`src/rtl/pst_pkg.sv`:
```
`timescale 1ns / 1ps

package pst_pkg;

	localparam int DEPTH_DEFAULT = 1024;

	localparam int SIZE_W = 11;
	localparam int POS_W  = 11;
	localparam int AMT_W  = 32;
	localparam int SUM_W  = 64;

	localparam logic [SIZE_W-1:0] SIZE_RESET = 11'd1024;

	localparam int PADDR_W = 3;
	localparam int PDATA_W = 32;

	// register index taken from paddr above the byte offset
	localparam logic [PADDR_W-3:0] REG_SIZE_IN_USE = 1'b0;

	localparam logic KIND_ADD   = 1'b0;
	localparam logic KIND_QUERY = 1'b1;

endpackage

```
`src/rtl/pst_cfg.sv`:
```
`timescale 1ns / 1ps

module pst_cfg (
	input  logic                         clk,
	input  logic                         arst_n,
	input  logic                         psel,
	input  logic                         penable,
	input  logic                         pwrite,
	input  logic [pst_pkg::PADDR_W-1:0]  paddr,
	input  logic [pst_pkg::PDATA_W-1:0]  pwdata,
	output logic [pst_pkg::PDATA_W-1:0]  prdata,
	output logic                         pready,
	output logic [pst_pkg::SIZE_W-1:0]   size_in_use
);

	import pst_pkg::*;

	logic [PADDR_W-3:0] reg_idx;
	logic [SIZE_W-1:0]  size_q;
	logic               wr_hit;

	assign reg_idx = paddr[PADDR_W-1:2];
	assign wr_hit  = psel && penable && pwrite && (reg_idx == REG_SIZE_IN_USE);
	assign pready  = 1'b1;

	always_ff @(posedge clk or negedge arst_n) begin
		if (!arst_n) begin
			size_q <= SIZE_RESET;
		end else if (wr_hit) begin
			size_q <= pwdata[SIZE_W-1:0];
		end
	end

	always_comb begin
		unique case (reg_idx)
			REG_SIZE_IN_USE: prdata = PDATA_W'(size_q);
			default:         prdata = '0;
		endcase
	end

	assign size_in_use = size_q;

endmodule

```
`config.mk`:
```
export PLATFORM = sky130hd
export DESIGN_NAME = pst_cfg
export DESIGN_NICKNAME = d
export VERILOG_FILES = /design/src/rtl/pst_pkg.sv /design/src/rtl/pst_cfg.sv
export SDC_FILE = /design/constraint.sdc
export NUM_CORES = 1
export LEC_CHECK = 0
export BUFFER_PORTS_ARGS = -buffer_cell sky130_fd_sc_hd__buf_2
export CAP_MARGIN = 20
export CORE_MARGIN = 5
export CORE_UTILIZATION = 35
export DETAILED_ROUTE_END_ITERATION = 6
export PLACE_DENSITY = 0.89
export SYNTH_ARGS = -nofsm -noshare
export SYNTH_HDL_FRONTEND = slang
export SYNTH_SLANG_ARGS = --single-unit
```
`constraint.sdc`:
```
create_clock -name clk -period 2.2 [get_ports clk]
set_input_delay 0.11 -clock clk [delete_from_list [all_inputs] [get_ports clk]]
set_output_delay 0.11 -clock clk [all_outputs]
set_load 0.1 [all_outputs]
```
-- After elaboration in Yosys (flattened, before gate mapping)
Index checks and enable logic that the tools add are counted.
- latch bits: 0
- bits in read-only memories: 0
- memory bits (writable): 0
- input port bits: 40
- output and inout bits: 44
- word-level logic and storage cells: 6
- register bits after elaboration: 11
- memories: 0
- bitwise gates (word level): 1
- multiply operators: 0
- shifts and indexed selects: 0
- reductions and logical operators: 3
- order comparisons: 0
- muxes and demuxes: 1
- add/sub/neg operators: 0
- equal/unequal tests: 0
- divide/modulo/power cells: 0
- operator list (cell ; number):
    $mux 11 ; 1
    $logic_and 1x1->1 ; 3
    $not 1->1 ; 1

-- Depth between registers and ports, before layout
- depth after elaboration: 3
- gate-level depth with buffers: 3
- mapped depth without buffers: 2

-- Worst setup path after synthesis
No wires, ideal clock.
- kind: flip-flop to output port
- start point: register size_q[0] (netlist: size_in_use[0])
- end point: output prdata[0] in the netlist's numbering
- cell stages (with the launch flop): 2
- setup slack: -0.272 ns
- arrival time: 2.362 ns
- required time: 2.090 ns
- buffers on the path: 0
- path through: dfrtp_1 -> nor2b_1
- word-level cells in the longest chain between the ends: 1
- ends and longest elaborated chain (what ; RTL line ; RTL):
    from (decl) ; pst_cfg.sv:19 ; logic [SIZE_W-1:0] size_q;
    from (signal assigned) ; pst_cfg.sv:30 ; size_q <= pwdata[SIZE_W-1:0];
    $mux 11 ; pst_cfg.sv:35 ; unique case (reg_idx)
    to (decl) ; pst_cfg.sv:11 ; output logic [pst_pkg::PDATA_W-1:0] prdata,
Every way passes these cells.

-- Final worst setup path
- start point: register size_q[10] (netlist: size_in_use[10])
- end point: output prdata[10] in the netlist's numbering
Same word-level chain as after synthesis.

==> run summary <==
Final #Nets: 140
Setup violations, final: 0
Core Region: 1960 um2
post-layout total power: 1.31 mW
CTS H-Tree Depth: 1
Register Area: 277 um2
Hold Fails Final Rpt: 0
Max Slew Vio Count: 0
PwrDens: 1460 nW/um2
largest net degree at the start of global routing: 13
status: complete, no violations
residual antenna-violating net count after detailed routing: 0
most frequent cells in the layout: 38 x buf_2, 22 x conb_1, 10 x nor2b_2, 10 x mux2_4, 10 x dfrtp_1
post-synthesis sequential area ratio: 0.384
Synth top area share: 0.348
die area: 3060 um2
worst-skew pair later-pin latency: 0.25 ns
root buffer cell: clkbuf_4
Num CTS Buffers: 3
worst-path maximum fanout: 3
Detailed Routing Iterations Pass 1: 2
Clock Pin Slew Worst Setup and Hold Paths: 0.06 ns
CP Data Required Time: 2.09 ns
HPWL after detailed placement: 1230 um
fin crit share: 0.654
initial core utilization: 0.367
Final Cell Area: 900 um2
Ant. Diodes: 0
top post-synthesis cells by area: dfrtp_1 35%, buf_4 23%, mux2_4 21%, nor2b_1 8.7%, dfstp_2 3.7%
# port buffers: 38
dpl ws: 0.956 ns
Synth warnings: 0
Synth Cell Area: 719 um2
max-cap violations: 0
Area Growth Syn to Fin: 25.0%
Yosys reg bits: 11
syn avg cell area: 12.0 um2
reg2reg start: size_in_use[0]$_DFFE_PN0P_
maximum VDD drop: 0.000647 V
Setup WS post-layout: 0.760 ns
crit path DAT: 1.33 ns
Post-Synthesis Cells: 60
drt initial violations: 1
Critical Path Source: size_in_use[10]$_DFFE_PN1P_
CTS tree: done
Longest Clk Path Bufs: 2
Setup Crit Path Kind: register to output port
FP Rows: 16
Via density: 3.85
Routed wire per std cell: 11.3 um
max reg flops: 11
area of the multi-input gates: 363 um2
Post-DP Area: 863 um2
min Tclk post-route: 1.44 ns
DRC viols: 0
Via Count: 485
Hold Crit Class: primary input to register
HP Start: pwdata[7]
Filler Cell Count: 198
Setup TNS Final: 0 ns
io pins: 84
die height: 55.3 um
cell taking the most area after synthesis: dfrtp_1
setup repair after global routing missed its margin: false
final cell utilization of the core: 0.459
routability cong.: 0.781
initial antenna violation count: 0
skew final: 0 ns
post-CTS setup buffers: 0
Cell variety after synth: 11
f_max: 695 MHz
DRT Wirelength: 1430 um
die width: 55.3 um
crit end category: output port
Overflow after GRT: 0
commonest non-fill, non-tap cell in the layout: buf_2
clock sinks: 11
gr usage total: 0.0932
number of global-route vias before repair: 482
Lkg Pwr: 0.534 nW
first-pass GRT wire length: 2320 um
Critical Path Source Type: register
share of layout cells above drive strength 1: 0.646
-- Yosys cell counts --
cell type / n
buf_4: 22
nand4b_4: 1
mux2_4: 10
nor2b_1: 10
clkbuf_1: 1
and2b_1: 1
dfstp_2: 1
mux2_2: 1
dfrtp_1: 10
conb_1: 2
buf_6: 1
-- timing repair --
item	CTS	global route
endpoints found under the hold margin	11	0
gates resized for setup	0	0
hold buffers	1	0
-- per-stage QoR --
| stage | cells | hold slack, ns |
|---|---|---|
| 2_1_floorplan | 80 | -0.186 |
| 3_3_place_gp | 121 | -0.0198 |
| 3_5_place_dp | 121 | -0.0132 |
| 4_1_cts | 126 | 0.0766 |
| 5_1_grt | 126 | 0.0642 |
| 6_report | 126 | 0.0850 |
-- path summary, 6_finish.rpt --
check,to,slack [ns],cells past startpoint
min reg2reg,size_in_use[5]$_DFFE_PN0P_,0.53,1
max in group asynchronous,size_in_use[10]$_DFFE_PN1P_,1.70,2
max reg2reg,size_in_use[0]$_DFFE_PN0P_,1.43,1
min in group asynchronous,size_in_use[5]$_DFFE_PN0P_,0.25,2
max,prdata[10],0.76,2
min,size_in_use[7]$_DFFE_PN0P_,0.09,2
-- worst max-delay path: stages, from the launching register on --
cell	delay [ns]
dfstp_2	0.53
nor2b_2	0.12
buf_2	0.43
-- cells by family after synthesis --
kind of cell / share of synthesized area
buffers and inverters: 0.250
and+or+nand+nor: 0.130
muxes: 0.224
DFF: 0.384
other: 0.0104
-- power breakdown --
part	switching (mW)	leakage, nW	internal, mW
logic	0.765	0.389	0.140
clock network	0.0570	0.0150	0.0699
registers	0.0305	0.131	0.250
-- metal layers --
| metal | GRT usage | routed length, um | up-vias |
|---|---|---|---|
| met1 | 0.101 | 505 | 219 |
| met4 | 0.0208 | 0 | 0 |
| met2 | 0.159 | 742 | 36 |
| met5 | 0 | 0 | - |
| met3 | 0.0513 | 180 | 0 |
| li1 | - | - | 230 |
-- area by class of cell --
| cell class | count | area share |
|---|---|---|
| sequential | 11 | 0.307 |
| clock buffer | 4 | 0.0292 |
| multi-input combinational | 45 | 0.403 |
| timing repair buffer | 39 | 0.223 |
| tap | 27 | 0.0376 |
(Power assumes the default switching activity.)
