**src/rtl/pst_pkg.sv**
```systemverilog
`timescale 1ns / 1ps

package pst_pkg;

	localparam int DEPTH_DEFAULT = 1024;

	localparam int SIZE_W = 11;
	localparam int POS_W  = 11;
	localparam int AMT_W  = 32;
	localparam int SUM_W  = 64;

	localparam logic [SIZE_W-1:0] SIZE_RESET = 11'd1024;

	localparam int PADDR_W = 3;
	localparam int PDATA_W = 32;

	// register index taken from paddr above the byte offset
	localparam logic [PADDR_W-3:0] REG_SIZE_IN_USE = 1'b0;

	localparam logic KIND_ADD   = 1'b0;
	localparam logic KIND_QUERY = 1'b1;

endpackage

```
**src/rtl/pst_walk.sv**
```systemverilog
`timescale 1ns / 1ps

module pst_walk #(
	parameter int DEPTH = pst_pkg::DEPTH_DEFAULT,
	localparam int AW = $clog2(DEPTH)
) (
	input  logic                        clk,
	input  logic                        arst_n,
	input  logic [pst_pkg::SIZE_W-1:0]  size_in_use,
	input  logic                        in_valid,
	output logic                        in_ready,
	input  logic                        kind,
	input  logic signed [pst_pkg::POS_W-1:0] position,
	input  logic signed [pst_pkg::AMT_W-1:0] amount,
	output logic                        out_valid,
	input  logic                        out_ready,
	output logic signed [pst_pkg::SUM_W-1:0] prefix_sum,
	output logic                        wr_en,
	output logic [AW-1:0]               wr_addr,
	output logic [pst_pkg::SUM_W-1:0]   wr_data,
	output logic                        rd_en,
	output logic [AW-1:0]               rd_addr,
	input  logic [pst_pkg::SUM_W-1:0]   rd_data
);

	import pst_pkg::*;

	localparam int NB = ($clog2(DEPTH + 1) > SIZE_W) ? $clog2(DEPTH + 1) : SIZE_W;
	localparam int IW = NB + 1;

	typedef enum logic [2:0] {
		ST_CLEAR = 3'b001,
		ST_IDLE  = 3'b010,
		ST_WALK  = 3'b100
	} state_t;

	state_t            state_q;
	logic [AW-1:0]     clr_q;
	logic              pend_q;
	logic              out_valid_q;
	logic [IW-1:0]     idx_q;
	logic [IW-1:0]     n_q;
	logic              kind_q;
	logic [AMT_W-1:0]  amt_q;
	logic [SUM_W-1:0]  acc_q;
	logic [AW-1:0]     pend_addr_q;
	logic [SUM_W-1:0]  out_sum_q;

	logic [IW-1:0]     size_ext;
	logic [IW-1:0]     n_c;
	logic [IW-1:0]     pos1;
	logic              accept;
	logic              add_skip;
	logic [IW-1:0]     low_bit;
	logic [IW-1:0]     idx_next;
	logic [IW-1:0]     idx_m1;
	logic              more;
	logic              finish;
	logic              can_out;
	logic              out_load;
	logic [SUM_W-1:0]  add_b;
	logic [SUM_W-1:0]  sum;

	// clamp of the configured size and the tree index of the item
	assign size_ext = IW'(size_in_use);
	assign n_c      = (size_ext == '0) ? IW'(1) :
	                  (size_ext > IW'(DEPTH)) ? IW'(DEPTH) : size_ext;
	assign pos1     = IW'(position[POS_W-2:0]) + IW'(1);
	assign add_skip = position[POS_W-1] || (pos1 > n_c);

	assign in_ready = (state_q == ST_IDLE);
	assign accept   = in_valid && in_ready;

	// tree step: up for add, down for query
	assign low_bit  = idx_q & (~idx_q + IW'(1));
	assign idx_next = (kind_q == KIND_QUERY) ? (idx_q - low_bit) : (idx_q + low_bit);
	assign idx_m1   = idx_q - IW'(1);
	assign more     = (kind_q == KIND_QUERY) ? (idx_q != '0) : (idx_q <= n_q);
	assign finish   = (state_q == ST_WALK) && !more && !pend_q;
	assign can_out  = !out_valid_q || out_ready;
	assign out_load = finish && (kind_q == KIND_QUERY) && can_out;

	// shared adder
	assign add_b = (kind_q == KIND_QUERY) ? acc_q : {{(SUM_W - AMT_W){amt_q[AMT_W-1]}}, amt_q};
	assign sum   = rd_data + add_b;

	assign rd_en   = (state_q == ST_WALK) && more;
	assign rd_addr = idx_m1[AW-1:0];
	assign wr_en   = (state_q == ST_CLEAR) ||
	                 ((state_q == ST_WALK) && pend_q && (kind_q == KIND_ADD));
	assign wr_addr = (state_q == ST_CLEAR) ? clr_q : pend_addr_q;
	assign wr_data = (state_q == ST_CLEAR) ? '0 : sum;

	always_ff @(posedge clk or negedge arst_n) begin
		if (!arst_n) begin
			state_q     <= ST_CLEAR;
			clr_q       <= '0;
			pend_q      <= 1'b0;
			out_valid_q <= 1'b0;
		end else begin
			if (out_load) begin
				out_valid_q <= 1'b1;
			end else if (out_ready) begin
				out_valid_q <= 1'b0;
			end
			unique case (state_q)
				ST_CLEAR: begin
					clr_q <= clr_q + AW'(1);
					if (clr_q == AW'(DEPTH - 1)) begin
						state_q <= ST_IDLE;
					end
				end
				ST_IDLE: begin
					if (accept && !((kind == KIND_ADD) && add_skip)) begin
						state_q <= ST_WALK;
					end
				end
				ST_WALK: begin
					pend_q <= more;
					if (finish) begin
						if (kind_q == KIND_ADD) begin
							state_q <= ST_IDLE;
						end else if (can_out) begin
							state_q <= ST_IDLE;
						end
					end
				end
				default: begin
					state_q <= ST_IDLE;
				end
			endcase
		end
	end

	always_ff @(posedge clk) begin
		if (accept) begin
			kind_q <= kind;
			amt_q  <= amount;
			n_q    <= n_c;
			acc_q  <= '0;
			if (kind == KIND_QUERY) begin
				idx_q <= position[POS_W-1] ? '0 : ((pos1 > n_c) ? n_c : pos1);
			end else begin
				idx_q <= pos1;
			end
		end else if (state_q == ST_WALK) begin
			if (more) begin
				idx_q       <= idx_next;
				pend_addr_q <= idx_m1[AW-1:0];
			end
			if (pend_q && (kind_q == KIND_QUERY)) begin
				acc_q <= sum;
			end
			if (out_load) begin
				out_sum_q <= acc_q;
			end
		end
	end

	assign out_valid  = out_valid_q;
	assign prefix_sum = out_sum_q;

	a_pend_in_walk: assert property (@(posedge clk) disable iff (!arst_n)
		pend_q |-> (state_q == ST_WALK))
		else $error("read in flight outside walk");

	a_wr_source: assert property (@(posedge clk) disable iff (!arst_n)
		wr_en |-> (state_q == ST_CLEAR) || (kind_q == KIND_ADD))
		else $error("tree written during a query");

	a_query_idx: assert property (@(posedge clk) disable iff (!arst_n)
		((state_q == ST_WALK) && (kind_q == KIND_QUERY)) |-> (idx_q <= n_q))
		else $error("query index beyond size");

	a_out_from_query: assert property (@(posedge clk) disable iff (!arst_n)
		$rose(out_valid_q) |-> $past((state_q == ST_WALK) && (kind_q == KIND_QUERY)))
		else $error("result without a query");

	a_no_accept_clear: assert property (@(posedge clk) disable iff (!arst_n)
		(state_q == ST_CLEAR) |=> !$past(accept))
		else $error("transaction accepted while clearing");

endmodule

```
**config.mk**
```make
export PLATFORM = sky130hd
export DESIGN_NAME = pst_walk
export DESIGN_NICKNAME = d
export VERILOG_FILES = /design/src/rtl/pst_pkg.sv /design/src/rtl/pst_walk.sv
export SDC_FILE = /design/constraint.sdc
export NUM_CORES = 1
export LEC_CHECK = 0
export ABC_AREA = 1
export ABC_CLOCK_PERIOD_IN_PS = 14300
export BUFFER_PORTS_ARGS = -buffer_cell sky130_fd_sc_hd__buf_4
export CAP_MARGIN = 0
export CORE_MARGIN = 5
export CORE_UTILIZATION = 40
export CTS_BUF_LIST = sky130_fd_sc_hd__clkbuf_4 sky130_fd_sc_hd__clkbuf_8 sky130_fd_sc_hd__clkbuf_16
export DETAILED_ROUTE_END_ITERATION = 12
export PLACE_DENSITY_LB_ADDON = 0.05
export SYNTH_ARGS = -nofsm -noshare
export SYNTH_HDL_FRONTEND = slang
export SYNTH_SLANG_ARGS = --single-unit
```
**constraint.sdc**
```tcl
create_clock -name clk -period 14.3 [get_ports clk]
set_input_delay 0.715 -clock clk [delete_from_list [all_inputs] [get_ports clk]]
set_output_delay 0.715 -clock clk [all_outputs]
set_load 0.02 [all_outputs]
```
# ---- Word-level counts from Yosys, hierarchy flattened
# Index checks and enable logic that the tools add are counted.
dict set report word_totals {
  out_inout_bits 152
  register_bits 210
  in_bits 123
  wordCells 83
}
dict set report classes {
  n_eq_ne 8
  order_cmp 3
  n_reduce_logical 28
  n_bitwise 5
  addsub 7
  n_mux 21
}
# cell count
set op_table {}
lappend op_table {{two-way mux 64 bit} 2}
lappend op_table {{adder 64 bit} 1}
lappend op_table {{two-way mux 11 bit} 5}
lappend op_table {{two-way mux 12 bit} 4}
lappend op_table {{two-way mux 3 bit} 5}
lappend op_table {{adder 12 x 1 -> 12 bit, second input constant} 1}
lappend op_table {{adder 12 bit} 1}
lappend op_table {{bitwise AND 12 bit} 1}
lappend op_table {{less-or-equal comparator 12 bit} 1}
lappend op_table {{logical NOT 12 bit} 1}
lappend op_table {{NOT 12 bit} 1}
lappend op_table {{nonzero test 12 bit} 1}
lappend op_table {{subtractor 12 bit} 1}
lappend op_table {{adder 10 x 1 -> 11 bit, second input constant} 1}
lappend op_table {{greater-than comparator 11 bit} 1}
lappend op_table {{greater-than comparator 11 bit, second input constant} 1}
lappend op_table {{logical AND 1 bit} 11}
lappend op_table {{adder 10 x 1 -> 10 bit, second input constant} 1}
lappend op_table {{equality test 10 bit, second input constant} 1}
lappend op_table {{two-way mux 10 bit} 1}
lappend op_table {{subtractor 10 x 1 -> 10 bit, second input constant} 1}
lappend op_table {{case mux 3 bit (3 select lines)} 1}
lappend op_table {{AND reduction 3 bit} 2}
lappend op_table {{nonzero test 2 bit} 3}
lappend op_table {{other kinds (12)} 23}

# ---- Depth between registers and ports, before layout
# Gate-level depths: netlist of run 1.
dict set report logic_depth {
  word_depth 10
  ltp_mapped 22
  ltp_nobuf 22
}

# ---- Worst setup path after synthesis of run 1
# OpenSTA, ideal clock, no wires.
dict set report synth_timing {
  path_type {register to register}
  startpoint {reg idx_q[0]}
  endpoint {reg out_sum_q[0], in the netlist prefix_sum[0] (enable)}
  setup_ns 0.565
  period_less_slack_ns 6.383
  t_required_ns 13.735
  path_stages_with_launch 9
  setup_slack_ns 7.917
  arrival_time_ns 5.818
  path_cell_list {edfxtp_1 -> inv_1 -> ha_1 -> nand2_1 -> nor3_2 -> nand4_1 -> nand2_1 -> nand4_1 -> nor3_1}
}
dict set report synth_between {
  elab_chain_len 8
}
# element line
set synth_lines {}
lappend synth_lines {{start: declaration} pst_walk.sv:41} ;# logic [IW-1:0] idx_q;
lappend synth_lines {{start signal: assignment} pst_walk.sv:142} ;# idx_q <= position[POS_W-1] ? '0 : ((pos1 > n_c) ? n_c : pos1);
lappend synth_lines {{start signal: assignment} pst_walk.sv:144} ;# idx_q <= pos1;
lappend synth_lines {{start signal: assignment} pst_walk.sv:148} ;# idx_q <= idx_next;
lappend synth_lines {{less-or-equal comparator 12 bit / nonzero test 12 bit (equally long branches)} pst_walk.sv:78} ;# assign more = (kind_q == KIND_QUERY) ? (idx_q != '0) : (idx_q <= n_q);
lappend synth_lines {{two-way mux 1 bit *} pst_walk.sv:78}
lappend synth_lines {{logical NOT 1 bit *} pst_walk.sv:79} ;# assign finish = (state_q == ST_WALK) && !more && !pend_q;
lappend synth_lines {{logical AND 1 bit * (2 in series)} pst_walk.sv:79}
lappend synth_lines {{logical AND 1 bit * (2 in series)} pst_walk.sv:81} ;# assign out_load = finish && (kind_q == KIND_QUERY) && can_out;
lappend synth_lines {{AND reduction 3 bit (no line) *} n/a}
lappend synth_lines {{end signal: assignment} pst_walk.sv:155} ;# out_sum_q <= acc_q;
lappend synth_lines {{end: declaration} pst_walk.sv:47} ;# logic [SUM_W-1:0] out_sum_q;
# Mark *: on every way between the ends. The rest lies on a longest branch, timed or not.
# A chain may end at the register's enable or synchronous reset.

# ---- Worst setup path after layout of run 1
dict set report layout_timing {
  startpoint {reg kind_q}
  endpoint {out wr_data[52] (netlist bit)}
}
dict set report layout_between {
  elab_chain_len 3
}
# element line
set layout_lines {}
lappend layout_lines {{start: declaration} pst_walk.sv:43} ;# logic kind_q;
lappend layout_lines {{start signal: assignment} pst_walk.sv:137} ;# kind_q <= kind;
lappend layout_lines {{two-way mux 64 bit} pst_walk.sv:84} ;# assign add_b = (kind_q == KIND_QUERY) ? acc_q : {{(SUM_W - AMT_W){amt_q[AMT_W-1]}}, amt_q};
lappend layout_lines {{adder 64 bit} pst_walk.sv:85} ;# assign sum = rd_data + add_b;
lappend layout_lines {{two-way mux 64 bit} pst_walk.sv:92} ;# assign wr_data = (state_q == ST_CLEAR) ? '0 : sum;
lappend layout_lines {{end: declaration} pst_walk.sv:20} ;# output logic [pst_pkg::SUM_W-1:0] wr_data,
# Every way passes these cells.

==> results of run 1 <==
-- state kept, by name, indices dropped and copies added, names as in the netlist, 3 cells and up --
name	flops
clr_q	10
acc_q	64
pend_addr_q	10
idx_q	12
state_q	3
n_q	11
prefix_sum	64
amt_q	32
-- per-layer routing --
| metal | wire length [um] | share of wire, % | GRT usage, % | up-vias |
|---|---|---|---|---|
| met5 | 0 | 0 | 0 | - |
| li1 | - | - | - | 8232 |
| met1 | 30600 | 51 | 41.2 | 7415 |
| met3 | 4580 | 7.6 | 4.50 | 83 |
| met4 | 1670 | 2.8 | 6.75 | 0 |
| met2 | 23600 | 39 | 36.1 | 561 |
-- cell usage in the layout, fill, tap and decap left out, types with 40 or more instances in the layout --
master / instances
nand2_1: 808
inv_1: 565
buf_4: 281
a21oi_1: 168
nor2_1: 167
edfxtp_1: 130
nand3_1: 108
ha_1: 101
o21ai_0: 95
dfxtp_1: 64
xor2_1: 40
-- power groups by stage --
stage / clock, mW / combinational, mW / sequential (mW)
floorplan: 0 / 1.27 / 0.837
global placement: 0 / 1.93 / 0.873
detailed placement: 0 / 1.94 / 0.875
CTS: 0.654 / 1.95 / 0.864
global route: 0.677 / 2.16 / 0.876
finish: 0.638 / 1.96 / 0.866
-- cells in the mapped netlist (25+ instances only) --
cell	count
dfxtp_1	64
nand2_2	25
nor2_1	167
edfxtp_1	130
a21oi_1	168
ha_1	101
clkbuf_1	30
inv_1	565
nand2_1	808
xor2_1	40
o21ai_0	95
nand3_1	108
-- worst max-delay path, stage by stage, from the launching register on --
cell,delay [ns]
edfxtp_1,0.94
inv_2,0.53
nand2_1,0.94
o21ai_0,0.23
ha_1,0.51
nand2_1,0.16
nor2_1,0.35
nand2_1,0.19
nor4_1,0.45
nand2_1,0.22
nand2_1,0.12
nand2_1,0.07
a21oi_1,0.12
buf_4,0.17
-- final cells by class --
type	count	area [um2]	area share (%)
Clock buffer	35	726	3.67
Timing Repair Buffer	282	2120	10.7
Tap cell	532	666	3.37
Multi-Input combinational cell	1671	8430	42.6
Clock inverter	10	100	0.506
Inverter	575	2160	10.9
Antenna cell	2	5.00	0.0253
Sequential cell	209	5560	28.1
-- path summary, 6_finish.rpt --
path	from	to	slack, ns	depth (start not counted)
hold / removal	amount[28]	amt_q[28]$_DFFE_PP_	0.35	1
setup reg to reg	kind_q$_DFFE_PP_	acc_q[52]$_SDFFE_PP0P_	9.25	13
min in group asynchronous	arst_n	pend_q$_DFFE_PN0P_	0.57	2
setup / recovery	kind_q$_DFFE_PP_	wr_data[52]	8.01	13
max in group asynchronous	arst_n	state_q[0]$_DFFE_PN1P_	13.48	2
hold reg to reg	acc_q[35]$_SDFFE_PP0P_	prefix_sum[35]$_DFFE_PP_	0.43	0
-- cell families after synthesis --
family          after synthesis  synth area share (%)
fa+ha+maj                   102                  7.85
simple gates               1203                  30.7
compound gates              303                  9.63
flops                       209                  34.0
buf+inv                     622                  14.5
xor+xnor                     63                  3.38
-- what timing repair did --
item                                    CTS  global route
hold buffers                              1             0
endpoints found under the hold margin     3             0
endpoints found under the setup margin    0             0
==> impl_metrics.py, run 1 <==
metrics = {
    "synthesis": {
        "synth_cells": 2502,
        "synth_area_um2": 16300,
        "synth_fp_nets": 2727,
        "ys_top_cells_by_area": "edfxtp_1, nand2_1, inv_1",
        "yosysUniqueCellTypes": 45,
        "synth-seq-cells": 209,
        "synth_async_sr_flop_share_pct": 7.18,
        "ys_seq_area_share_pct": 34.0,
        "yosys_warnings": 0,
        "ys.flop_type": "edfxtp_1",
        "netlist.top_cell.by_area": "edfxtp_1",
        "synthDominantCellAreaShare_pct": 23.9,
        "avgSynthCellArea_um2": 6.53,
        "synth-edff-count": 130,
    },
    "clocking": {
        "ctsHtreeMaxLevel": 1,
        "cts_setup_buffers": 0,
        "cts_tree": "yes",
        "insertion_delay_ns": 0.54,
        "post_cts_resize_count": 0,
        "cts_root_buf": "clkbuf_16",
        "numClockSinks": 209,
        "numCtsBuffers": 25,
        "clock_tree.buffer_depth": 3,
        "clk_pin_slew_worst_paths_ns": 0.06,
    },
    "cells_and_area": {
        "fillCellCount": 4260,
        "layout.nets": 2989,
        "fin_util_pct": 48.6,
        "area_growth_pct": 20.9,
        "drive_gt1_share_pct": 14.0,
        "final_area_um2": 19800,
        "stdcell_count": 3316,
    },
    "grt": {
        "antenna_found_initial": 3,
        "overflow": 0,
        "grt_pass1_wl_um": 90500,
        "grtUsageTotal_pct": 26.0,
        "grt_pass1_vias": 15300,
        "grt_max_degree": 96,
    },
    "place": {
        "portBuffers": 274,
        "dp_hpwl_um": 48700,
        "post_dp_cell_area_um2": 18900,
        "placed_cells": 3268,
        "place_ws_ns": 8.62,
        "gp_congestion": 1.03,
    },
    "sta": {
        "setup_slack_ns": 8.01,
        "rsz0062_at_grt": "false",
        "setup_viol_count_final": 0,
        "final.setup_skew_ns": 0.0153,
        "hold_violations": 0,
        "slew_headroom_pct": 20.1,
        "maxSlewViolCount": 0,
        "setup_tns_ns": 0,
        "finalHoldWorstSlack_ns": 0.352,
        "fmax_ghz": 0.159,
        "finalCritPeriodShare_pct": 44.0,
        "worst_pin_slew_ns": 1.20,
        "period_needed_ns": 6.29,
    },
    "worst_setup_path": {
        "cp-end-kind": "output port",
        "cp-start-kind": "flop",
        "arrival_ns": 5.57,
        "worstPathMaxFanout": 44,
        "crit_required_ns": 13.59,
        "path_class": "reg2out",
    },
    "power_and_ir_drop": {
        "switching_share_pct": 47.4,
        "ir_drop_mv": 0.145,
        "pwr_density_cell_nw_per_um2": 175,
        "switchingPower_mw": 1.64,
        "comb_power_share_pct": 56.5,
        "p_int_mw": 1.82,
        "pwr-share-seq_pct": 25.0,
        "p_clk_share_pct": 18.4,
        "p_total_mw": 3.46,
        "leakage_nw": 10.6,
    },
    "drt": {
        "detail_route.wirelength_um": 60400,
        "first_pass_iters": 5,
        "first_iter_violations": 1428,
        "route.detailed.vias_per_inst": 4.91,
        "drc": 0,
        "vias": 16300,
        "ant_nets": 0,
        "wire_per_inst_um": 18.2,
    },
    "outcome": {
        "status": "finished, final reports clean",
    },
    "floorplan": {
        "die_y_um": 212,
        "row_count": 74,
        "die_area_um2": 45000,
        "start_util_pct": 40.2,
        "die_x_um": 212,
        "core_area_um2": 40600,
        "io_pins": 275,
    },
    "hold_path": {
        "hold_class": "in2reg",
    },
    "run": {
        "drv_cap": 0,
    },
}
(Power assumes the default switching activity.)
==> inputs of run 2 (changes only) <==
--- a/config.mk
+++ b/config.mk
@@ -5,8 +5,8 @@
 export SDC_FILE = /design/constraint.sdc
 export NUM_CORES = 1
 export LEC_CHECK = 0
-export ABC_AREA = 1
-export ABC_CLOCK_PERIOD_IN_PS = 14300
+export ABC_AREA = 0
+export ABC_CLOCK_PERIOD_IN_PS = 6510
 export BUFFER_PORTS_ARGS = -buffer_cell sky130_fd_sc_hd__buf_4
 export CAP_MARGIN = 0
 export CORE_MARGIN = 5
==> constraint.sdc (replaced) <==
create_clock -name clk -period 6.51 [get_ports clk]
set_input_delay 0.3255 -clock clk [delete_from_list [all_inputs] [get_ports clk]]
set_output_delay 0.3255 -clock clk [all_outputs]
set_load 0.02 [all_outputs]
==> run 2 against run 1 <==
- sequential share of layout area increased by 4.0 points
- critical path type unchanged
- hold slack worse by 0.25 ns
- cell area down 12%
- first-iteration DRC count decreased by 53%
- combinational power up 34%
- area after synthesis shrank 17%
- count of clock-buffer cells in the layout unchanged
- die area down 16%
- critical endpoint is now wr_data[62]
==> impl_metrics.py, run 2 <==
metrics = {
    "synthesis": {
        "synth_area_um2": 13600,
        "ys_top_cells_by_area": "edfxtp_1, dfxtp_1, ha_1",
        "synthDominantCellAreaShare_pct": 28.7,
        "synth.most_common_cell": "nand2_1",
        "synth_cells": 1539,
        "yosys_warnings": 0,
        "ys.flop_type": "edfxtp_1",
        "avgSynthCellArea_um2": 8.84,
        "synth_fp_nets": 1764,
        "ys_seq_area_share_pct": 40.9,
        "synth-seq-cells": 209,
        "netlist.top_cell.by_area": "edfxtp_1",
        "yosysUniqueCellTypes": 78,
        "ys_top_cells_by_count": "nand2_1, nor2_1, edfxtp_1, a21oi_1, ha_1",
        "synth-edff-count": 130,
        "synth_async_sr_flop_share_pct": 7.18,
    },
    "clocking": {
        "clk_pin_slew_worst_paths_ns": 0.06,
        "cts_root_buf": "clkbuf_16",
        "clock_tree.buffer_depth": 3,
        "cts_tree": "yes",
        "numCtsBuffers": 26,
        "numClockSinks": 209,
        "insertion_delay_ns": 0.54,
        "ctsHtreeMaxLevel": 1,
        "post_cts_resize_count": 0,
        "cts_setup_buffers": 0,
    },
    "cells_and_area": {
        "diodes": 0,
        "final_common_cell": "buf_4",
        "area_growth_pct": 27.1,
        "final_cell_mix": "buf_4, nand2_1, nor2_1, edfxtp_1, a21oi_1",
        "layout.nets": 2035,
        "multi_input_area_um2": 7600,
        "final_area_um2": 17300,
        "fillCellCount": 3214,
        "ff_latch_area_um2": 5560,
        "fin_util_pct": 51.6,
        "drive_gt1_share_pct": 21.3,
    },
    "power_and_ir_drop": {
        "leakage_nw": 7.55,
        "pwr-share-seq_pct": 29.3,
        "pwr_density_cell_nw_per_um2": 340,
        "comb_power_share_pct": 44.5,
        "switching_share_pct": 38.6,
        "p_clk_share_pct": 26.3,
        "p_total_mw": 5.88,
        "p_int_mw": 3.61,
        "ir_drop_mv": 0.195,
        "switchingPower_mw": 2.27,
    },
    "worst_setup_path": {
        "cp-end-kind": "output port",
        "cp.depth": 16,
        "worstPathMaxFanout": 46,
        "path_common_cell": "o21ai_0",
        "cp_top_family": "compound AO/OA/AOI/OAI gates",
        "path_class": "reg2out",
        "cp-start-kind": "flop",
        "arrival_ns": 4.80,
        "crit_buf_inv": 3,
        "cp_slowest_cell": "buf_4",
        "ff2ff_path_depth": 15,
        "path_cells": "buf_4 > mux2_2 > ha_1 > inv_1 > fa_1 > nand2b_1 > a21oi_1 > o21ai_0 > o21ai_0 > a32oi_1 > nand2_1 > a21oi_1 > o21ai_0 > xnor2_1 > nor2_1 > buf_4",
        "crit_required_ns": 6.18,
        "max_stage_delay_ns": 0.51,
    },
    "sta": {
        "worst_pin_slew_ns": 0.957,
        "slew_headroom_pct": 35.4,
        "setup_tns_ns": 0,
        "maxSlewViolCount": 0,
        "final.setup_skew_ns": 0.0204,
        "setup_viol_count_final": 0,
        "fmax_ghz": 0.195,
        "rsz0062_at_grt": "false",
        "period_needed_ns": 5.13,
        "finalCritPeriodShare_pct": 78.8,
        "hold_violations": 0,
    },
    "hold_path": {
        "whs_path_depth": 1,
        "hold_class": "in2reg",
    },
    "grt": {
        "overflow": 0,
        "grtUsageTotal_pct": 21.4,
        "grt_max_degree": 74,
        "grt_pass1_vias": 12100,
        "antenna_found_initial": 2,
        "grt_pass1_wl_um": 66400,
    },
    "floorplan": {
        "die_y_um": 194,
        "die_area_um2": 37800,
        "row_count": 67,
        "io_pins": 275,
        "core_area_um2": 33500,
        "start_util_pct": 40.6,
        "die_x_um": 194,
    },
    "place": {
        "portBuffers": 274,
        "gp_congestion": 0.919,
        "dp_hpwl_um": 31800,
        "post_dp_cell_area_um2": 16000,
    },
    "drt": {
        "detail_route.wirelength_um": 41900,
        "drc": 0,
        "vias": 12100,
        "first_iter_violations": 676,
        "wire_per_inst_um": 18.4,
        "route.detailed.vias_per_inst": 5.31,
        "first_pass_iters": 5,
        "ant_nets": 0,
    },
    "outcome": {
        "status": "finished, final reports clean",
    },
    "run": {
        "drv_cap": 0,
    },
}
run 2: logic make-up (layout without fill, tap and decap cells):
group / Yosys count / in the layout / synth area share (%)
and+or+nand+nor: 594 / 594 / 19.2
AOI/OAI and AO/OA: 369 / 369 / 17.3
DFF: 209 / 209 / 40.9
buffers and inverters: 124 / 415 / 3.51
xor gates and xnor gates: 104 / 104 / 6.69
adders and majority gates: 102 / 102 / 9.43
muxes: 37 / 37 / 3.00
run 2: stage by stage:
step / worst slack, ns / hold WS (ns) / cells
detailed placement: 1.85 / 0.190 / 2196
global route: 0.920 / 0.0850 / 2278
global placement: 2.00 / 0.188 / 2196
finish: 1.38 / 0.104 / 2278
floorplan: 1.71 / 0.0299 / 1539
CTS: 1.30 / 0.0939 / 2278
run 2: area by class of cell:
cell class                      instances  share of cell area, %
Timing Repair Buffer                  317                   14.2
Multi-Input combinational cell       1206                   43.9
Clock buffer                           35                   4.32
Sequential cell                       209                   32.1
Inverter                               50                   1.10
Tap cell                              448                   3.24
Clock inverter                         13                   1.03
run 2: path summary, 6_finish.rpt:
| kind | endpoint | startpoint | slack, ns |
|---|---|---|---|
| max in group asynchronous | state_q[0]$_DFFE_PN1P_ | arst_n | 6.07 |
| min in group asynchronous | clr_q[0]$_DFFE_PN0P_ | arst_n | 0.19 |
| setup / recovery | wr_data[62] | kind_q$_DFFE_PP_ | 1.38 |
| hold reg to reg | prefix_sum[58]$_DFFE_PP_ | acc_q[58]$_SDFFE_PP0P_ | 0.46 |
| setup reg to reg | acc_q[62]$_SDFFE_PP0P_ | kind_q$_DFFE_PP_ | 2.20 |
| hold / removal | kind_q$_DFFE_PP_ | kind | 0.10 |
run 2: what timing repair did:
item | in CTS | in global routing
hold buffers | 34 | 0
setup endpoints to repair | 0 | 0
hold endpoints to repair | 48 | 0
run 2: power groups by stage:
stage	clock [mW]	sequential [mW]	combinational (mW)
final	1.54	1.72	2.62
after global routing	1.64	1.74	2.88
after CTS	1.59	1.72	2.63
after detailed placement	0	1.75	2.60
after global placement	0	1.74	2.58
after floorplan	0	1.70	1.76
run 2: routing by layer:
metal	track usage, %	vias to the layer above	wire length, um
li1	-	6013	-
met1	29.4	5683	19100
met2	36.0	338	19600
met3	3.46	53	2410
met4	4.27	4	798
met5	0	-	39
==> inputs of run 3 (changes only) <==
--- a/config.mk
+++ b/config.mk
@@ -6,7 +6,7 @@
 export NUM_CORES = 1
 export LEC_CHECK = 0
 export ABC_AREA = 0
-export ABC_CLOCK_PERIOD_IN_PS = 6510
+export ABC_CLOCK_PERIOD_IN_PS = 5000
 export BUFFER_PORTS_ARGS = -buffer_cell sky130_fd_sc_hd__buf_4
 export CAP_MARGIN = 0
 export CORE_MARGIN = 5
==> constraint.sdc (replaced) <==
create_clock -name clk -period 5 [get_ports clk]
set_input_delay 0.25 -clock clk [delete_from_list [all_inputs] [get_ports clk]]
set_output_delay 0.25 -clock clk [all_outputs]
set_load 0.02 [all_outputs]
==> run 3 against run 2 <==
- hold slack worse by 0.065 ns
- first-iteration DRC count up 11%
- register-to-register slack worse by 1.2 ns
- critical path type unchanged
- largest power group unchanged
==> impl_metrics.py, run 3 (same netlist as run 2, synthesis figures left out) <==
metrics = {
    "floorplan": {
        "die_x_um": 194,
        "die_y_um": 194,
        "core_area_um2": 33500,
        "die_area_um2": 37800,
        "start_util_pct": 40.6,
        "row_count": 67,
        "io_pins": 275,
    },
    "outcome": {
        "status": "finished, final reports clean",
    },
    "cells_and_area": {
        "stdcell_count": 2282,
        "ff_latch_area_um2": 5560,
        "final_area_um2": 17300,
        "area_growth_pct": 27.0,
        "fillCellCount": 3244,
        "final_cell_mix": "buf_4, nand2_1, nor2_1, edfxtp_1, a21oi_1",
        "drive_gt1_share_pct": 21.8,
        "multi_input_area_um2": 7620,
        "layout.nets": 2039,
        "final_common_cell": "buf_4",
    },
    "drt": {
        "vias": 12000,
        "detail_route.wirelength_um": 41700,
        "first_iter_violations": 753,
        "dr_wl_met2_um": 19300,
        "ant_nets": 0,
        "wire_per_inst_um": 18.3,
        "route.detailed.vias_per_inst": 5.27,
        "wl_met3_um": 2420,
        "first_pass_iters": 5,
        "wl_met1_um": 19200,
        "drc": 0,
        "routed.top_layer": "met4",
    },
    "worst_setup_path": {
        "max_stage_delay_ns": 0.50,
        "crit_start": "kind_q$_DFFE_PP_",
        "worstPathMaxFanout": 59,
        "r2r-end": "acc_q[42]$_SDFFE_PP0P_",
        "arrival_ns": 4.52,
        "path_class": "reg2out",
        "cp-start-kind": "flop",
        "path_cells": "clkbuf_16 > mux2_2 > ha_1 > nand2_1 > o21a_1 > o21a_4 > a211oi_4 > o21ba_2 > o21ai_2 > a2111oi_4 > nor2_1 > a2111oi_2 > buf_4",
        "cp-end-kind": "output port",
        "crit_end": "wr_data[63]",
        "cp_slowest_cell": "a2111oi_4",
        "regToRegSetupSlack_ns": 0.96,
        "worstReg2RegStart": "kind_q$_DFFE_PP_",
        "ff2ff_path_depth": 15,
        "crit_required_ns": 4.75,
    },
    "place": {
        "placed_cells": 2201,
        "gp_congestion": 0.891,
        "dp_hpwl_um": 31900,
        "portBuffers": 274,
        "post_dp_cell_area_um2": 16100,
    },
    "grt": {
        "grtUsageTotal_pct": 21.2,
        "grt_pass1_wl_um": 66300,
        "grt_max_degree": 77,
        "grt_pass1_vias": 12200,
        "antenna_found_initial": 1,
        "overflow": 0,
    },
    "clocking": {
        "cts_tree": "yes",
        "numClockSinks": 209,
        "clk_pin_slew_worst_paths_ns": 0.06,
        "insertion_delay_ns": 0.53,
        "cts_root_buf": "clkbuf_16",
        "cts_setup_buffers": 0,
        "numCtsBuffers": 25,
        "clock_tree.buffer_depth": 3,
        "ctsHtreeMaxLevel": 1,
    },
    "sta": {
        "finalCritPeriodShare_pct": 95.5,
        "setup_tns_ns": 0,
        "maxSlewViolCount": 0,
        "slew_headroom_pct": 30.4,
        "fmax_ghz": 0.209,
        "period_needed_ns": 4.77,
        "hold_violations": 0,
        "setup_viol_count_final": 0,
        "final.setup_skew_ns": 0.0189,
        "rsz0062_at_grt": "false",
        "worst_pin_slew_ns": 1.04,
    },
    "power_and_ir_drop": {
        "leakage_nw": 7.56,
        "p_total_mw": 7.47,
        "ir_drop_mv": 0.243,
        "pwr_density_cell_nw_per_um2": 432,
    },
    "hold_path": {
        "hold_class": "in2reg",
    },
    "run": {
        "drv_cap": 0,
    },
}
## run 3: critical path, delay by kind of cell, from the launching register on
family / cells / cell delay, ns
flops: 1 / 0.39
simple gates: 2 / 0.25
buf+inv: 2 / 0.55
mux: 1 / 0.38
fa+ha+maj: 1 / 0.41
compound gates: 7 / 2.01
## run 3: timing repair
item / in CTS / in global routing
setup endpoints to repair: 0 / 10
gates resized for setup: 0 / 9
hold endpoints to repair: 48 / 0
hold buffers: 34 / 0
## run 3: through the flow
stage          setup WS [ns]  util [%]  hold slack [ns]
2_1_floorplan          0.197         -          -0.0456
3_3_place_gp           0.743      48.0            0.114
3_5_place_dp           0.623      48.0            0.113
4_1_cts               0.0536      51.5           0.0172
5_1_grt               0.0237      51.6           0.0174
6_report               0.226      51.6           0.0398
## run 3: layout make-up
type                       instances  area share (%)
multi-input combinational       1206            44.1
sequential                       209            32.2
timing repair buffer             322            14.6
clock buffer                      37            4.49
tap                              448            3.24
inverter                          50            1.10
clock inverter                     9           0.326
antenna                            1          0.0145
## run 3: power by group
part	switching [mW]	total, mW	internal [mW]
combinational	2.05	3.43	1.38
sequential	0.157	2.24	2.08
clock	0.728	1.81	1.08
## run 3: worst min-delay path by stage
stage,from,end,depth (start not counted)
3_5_place_dp,arst_n,clr_q[0]$_DFFE_PN0P_,1
6_report,kind,kind_q$_DFFE_PP_,1
2_1_floorplan,arst_n,clr_q[0]$_DFFE_PN0P_,0
4_1_cts,kind,kind_q$_DFFE_PP_,1
3_3_place_gp,arst_n,clr_q[0]$_DFFE_PN0P_,1
5_1_grt,kind,kind_q$_DFFE_PP_,1
## run 3: metal layers
metal	GRT usage, %	vias up
li1	-	6027
met1	29.2	5603
met2	35.6	346
met3	3.64	51
met4	4.17	0
met5	0	-
